**src/rtl/lskv_ram.sv**
```systemverilog
// Simple dual-port synchronous RAM with one write port and a registered read port.
`timescale 1ns / 1ps
module lskv_ram #(
  parameter int WIDTH = 32,
  parameter int DEPTH = 16,
  localparam int AW = (DEPTH > 1) ? $clog2(DEPTH) : 1
) (
  input  logic             clk,
  input  logic             we,
  input  logic [AW-1:0]    waddr,
  input  logic [WIDTH-1:0] wdata,
  input  logic [AW-1:0]    raddr,
  output logic [WIDTH-1:0] rdata
);

  logic [WIDTH-1:0] mem [DEPTH];

  always_ff @(posedge clk) begin
    if (we) begin
      mem[waddr] <= wdata;
    end
  end

  always_ff @(posedge clk) begin
    rdata <= mem[raddr];
  end

endmodule

```
**config.mk**
```make
export PLATFORM = sky130hd
export DESIGN_NAME = lskv_ram
export DESIGN_NICKNAME = d
export VERILOG_FILES = /design/src/rtl/lskv_ram.sv
export SDC_FILE = /design/constraint.sdc
export NUM_CORES = 1
export LEC_CHECK = 0
export BUFFER_PORTS_ARGS = -buffer_cell sky130_fd_sc_hd__buf_2
export CORE_ASPECT_RATIO = 0.6
export CORE_MARGIN = 8
export CORE_UTILIZATION = 40
export CTS_CLUSTER_DIAMETER = 200
export DETAILED_ROUTE_END_ITERATION = 8
export GPL_TIMING_DRIVEN = 1
export PLACE_DENSITY_LB_ADDON = 0.08
export SETUP_SLACK_MARGIN = 0.15
export SLEW_MARGIN = 0
export SYNTH_ARGS = -nofsm -noshare
export SYNTH_HDL_FRONTEND = slang
export SYNTH_SLANG_ARGS = --single-unit
```
**constraint.sdc**
```tcl
create_clock -name clk -period 5.5 [get_ports clk]
set_input_delay 0.275 -clock clk [delete_from_list [all_inputs] [get_ports clk]]
set_output_delay 0.275 -clock clk [all_outputs]
set_load 0.02 [all_outputs]
```
==> reports/results.txt <==
Outcome -> finished, final reports clean
Required @ worst endpoint -> 5950 ps
Startpoint of the worst register-to-register path -> mem[3][11]$_DFFE_PP_
Yosys top cell by area -> edfxtp_1
F_max -> 497 MHz
GPL Wtd Cong -> 0.690
DRC Markers -> 0
Number of port buffers -> 73
Syn Std Cell Area -> 19900 sq um
Final min period -> 2010 ps
Clk root buf -> clkbuf_16
Worst R2R End -> rdata[11]$_DFF_P_
Clock Skews -> 9.76 ps
Count of cell types in the netlist -> 18
P&R area growth vs syn -> 14.8%
Worst-path fanout max -> 71
Remaining antenna violation count after routing -> 0
1st-pass router iterations -> 5
Slew @ Worst Pin -> 944 ps
Starting Density -> 40.4%
Die Wd -> 304 microns
Final setup vio count -> 0
Most frequent cells in the layout -> edfxtp_1 (512), mux4_2 (128), buf_2 (71)
Pre-CTS WS -> 2800 ps
Core Region -> 49200 sq um
Vias/cell -> 5.47
Overflow after GRT -> 0
Vias in the first global route -> 9753
Max-capacitance violation count -> 0
Via Count -> 8940
Hold Fails Final Rpt -> 0
Crit path launch -> raddr[0]
Rel. slew slack -> 37.1%
CP Capture Type -> flip-flop
H-tree levels -> 2
Die Area -> 57300 sq um
Fin cells -> 1634
Share of cells above drive strength 1 -> 32.2%
Commonest non-fill, non-tap cell in the layout -> edfxtp_1
WS Path Type -> in2reg
Fillers -> 4082
Post-CTS resize count -> 0
Cts bufs inserted -> 51
CTS tree -> built
Final WL -> 46600 microns
DR WL/cell -> 28.5 microns
Post-CTS Setup Bufs -> 0
Yosys top cell area share -> 77.4%
Hold_buf cts -> 0
Clock tree buffer depth -> 3
#FFs+latches synth -> 544
Clock Latency Late Sink -> 560 ps
Max IR drop VDD -> 0.204 mV
Fin nets -> 985
Final HPWL DP -> 21900 microns
Setup ws final -> 3490 ps
Synthesized instance count -> 838
Leakage -> 7.26 nW
Fin. max-slew vios -> 0
Placed insts -> 1540
Tot Pwr -> 8.57 mW
Worst EP arrival -> 2460 ps
Post-synthesis sequential area ratio -> 80.7%
Synth warn -> 0
Initial antenna violation count -> 1
Largest net degree at the start of global routing -> 72
Io pins -> 74
Die height -> 189 microns
Synthesized area per cell -> 23.7 sq um
Setup TNS Final -> 0 ps
Gr usage total -> 16.2%
Worst min-delay path category -> in2reg
Period utilization -> 36.6%
Clock slew at reported path FFs -> 60 ps
Critical Path End -> rdata[18]$_DFF_P_
Clock Sinks -> 544
FP Rows -> 63
Syn nets -> 880
Crit path launch type -> input port
Synth top area cells -> edfxtp_1 (77%), mux4_2 (15%), dfxtp_1 (3.2%), a22oi_1 (2.4%), nand2_1 (0.62%)
Pwr Density -> 376 nW/um^2
RSZ-0062 raised after global routing -> false
Reg2Reg Setup Slack -> 4200 ps
Reg2reg path depth -> 3
N_diodes -> 0
First-pass GRT wire length -> 67700 microns
Initial detailed-routing violation count -> 717
-- cell families (layout without fill, tap and decap cells) --
| logic type | Yosys count | in the layout | synth area share [%] |
|---|---|---|---|
| flip-flops | 544 | 544 | 80.7 |
| multiplexers | 128 | 128 | 14.5 |
| AO/OA/AOI/OAI | 64 | 64 | 2.42 |
| AND/OR/NAND/NOR | 59 | 59 | 1.27 |
| buffers and inverters | 43 | 189 | 1.12 |
-- routing by layer --
layer / share of wire [%] / track usage, % / up-vias
met4: 1.6 / 3.40 / 2
met1: 47 / 22.9 / 4900
li1: - / - / 3781
met5: 0.028 / 0 / -
met2: 48 / 26.4 / 199
met3: 4.0 / 2.70 / 58
-- power by group --
| part | internal [mW] | switching (mW) |
|---|---|---|
| registers | 4.63 | 0.0284 |
| logic | 0.164 | 0.268 |
| clock network | 2.01 | 1.46 |
| total | 6.81 | 1.76 |
-- cell type report --
class / instances / area, sq um / area share [%]
Sequential cell: 544 / 16000 / 70.2
Multi-Input combinational cell: 251 / 3750 / 16.4
Clock buffer: 77 / 1500 / 6.56
Tap cell: 650 / 813 / 3.57
Timing Repair Buffer: 95 / 567 / 2.49
Clock inverter: 17 / 156 / 0.686
-- flip-flops by register name, indices dropped and copies added, names as in the netlist --
register and cells:
rdata 32, mem 512
-- worst max-delay path, cell delays in order --
cell and delay, ps:
clkbuf_8 680, buf_12 490, mux4_2 590, a22oi_1 230, nand2_1 80
-- synthesized netlist by cell type --
library cell / number
nor2_1: 13
nor2b_1: 2
nor3_1: 4
buf_2: 4
nand3_1: 1
edfxtp_1: 512
buf_6: 2
nand2b_1: 2
dfxtp_1: 32
nand2_1: 33
or3b_2: 1
clkbuf_1: 17
mux4_2: 128
buf_4: 11
a22oi_1: 64
buf_1: 9
and2_1: 1
nand3b_1: 2
-- through the flow --
step	cell area, sq um	hold slack, ps	util [%]
detailed placement	21100	657	43.0
global route	22800	60.9	46.3
CTS	22800	49.7	46.3
floorplan	19900	374	-
finish	22800	76.7	46.3
global placement	21100	626	43.0
-- worst min-delay path by stage --
stage / from / to / slack, ps / cells after the start
2_1_floorplan: wdata[0] / mem[0][0]$_DFFE_PP_ / 370 / 0
3_3_place_gp: wdata[3] / mem[12][3]$_DFFE_PP_ / 630 / 1
3_5_place_dp: wdata[24] / mem[4][24]$_DFFE_PP_ / 660 / 1
4_1_cts: wdata[31] / mem[11][31]$_DFFE_PP_ / 50 / 1
5_1_grt: wdata[21] / mem[10][21]$_DFFE_PP_ / 60 / 1
6_report: wdata[21] / mem[10][21]$_DFFE_PP_ / 80 / 1
Power figures use the tool's default switching activity.
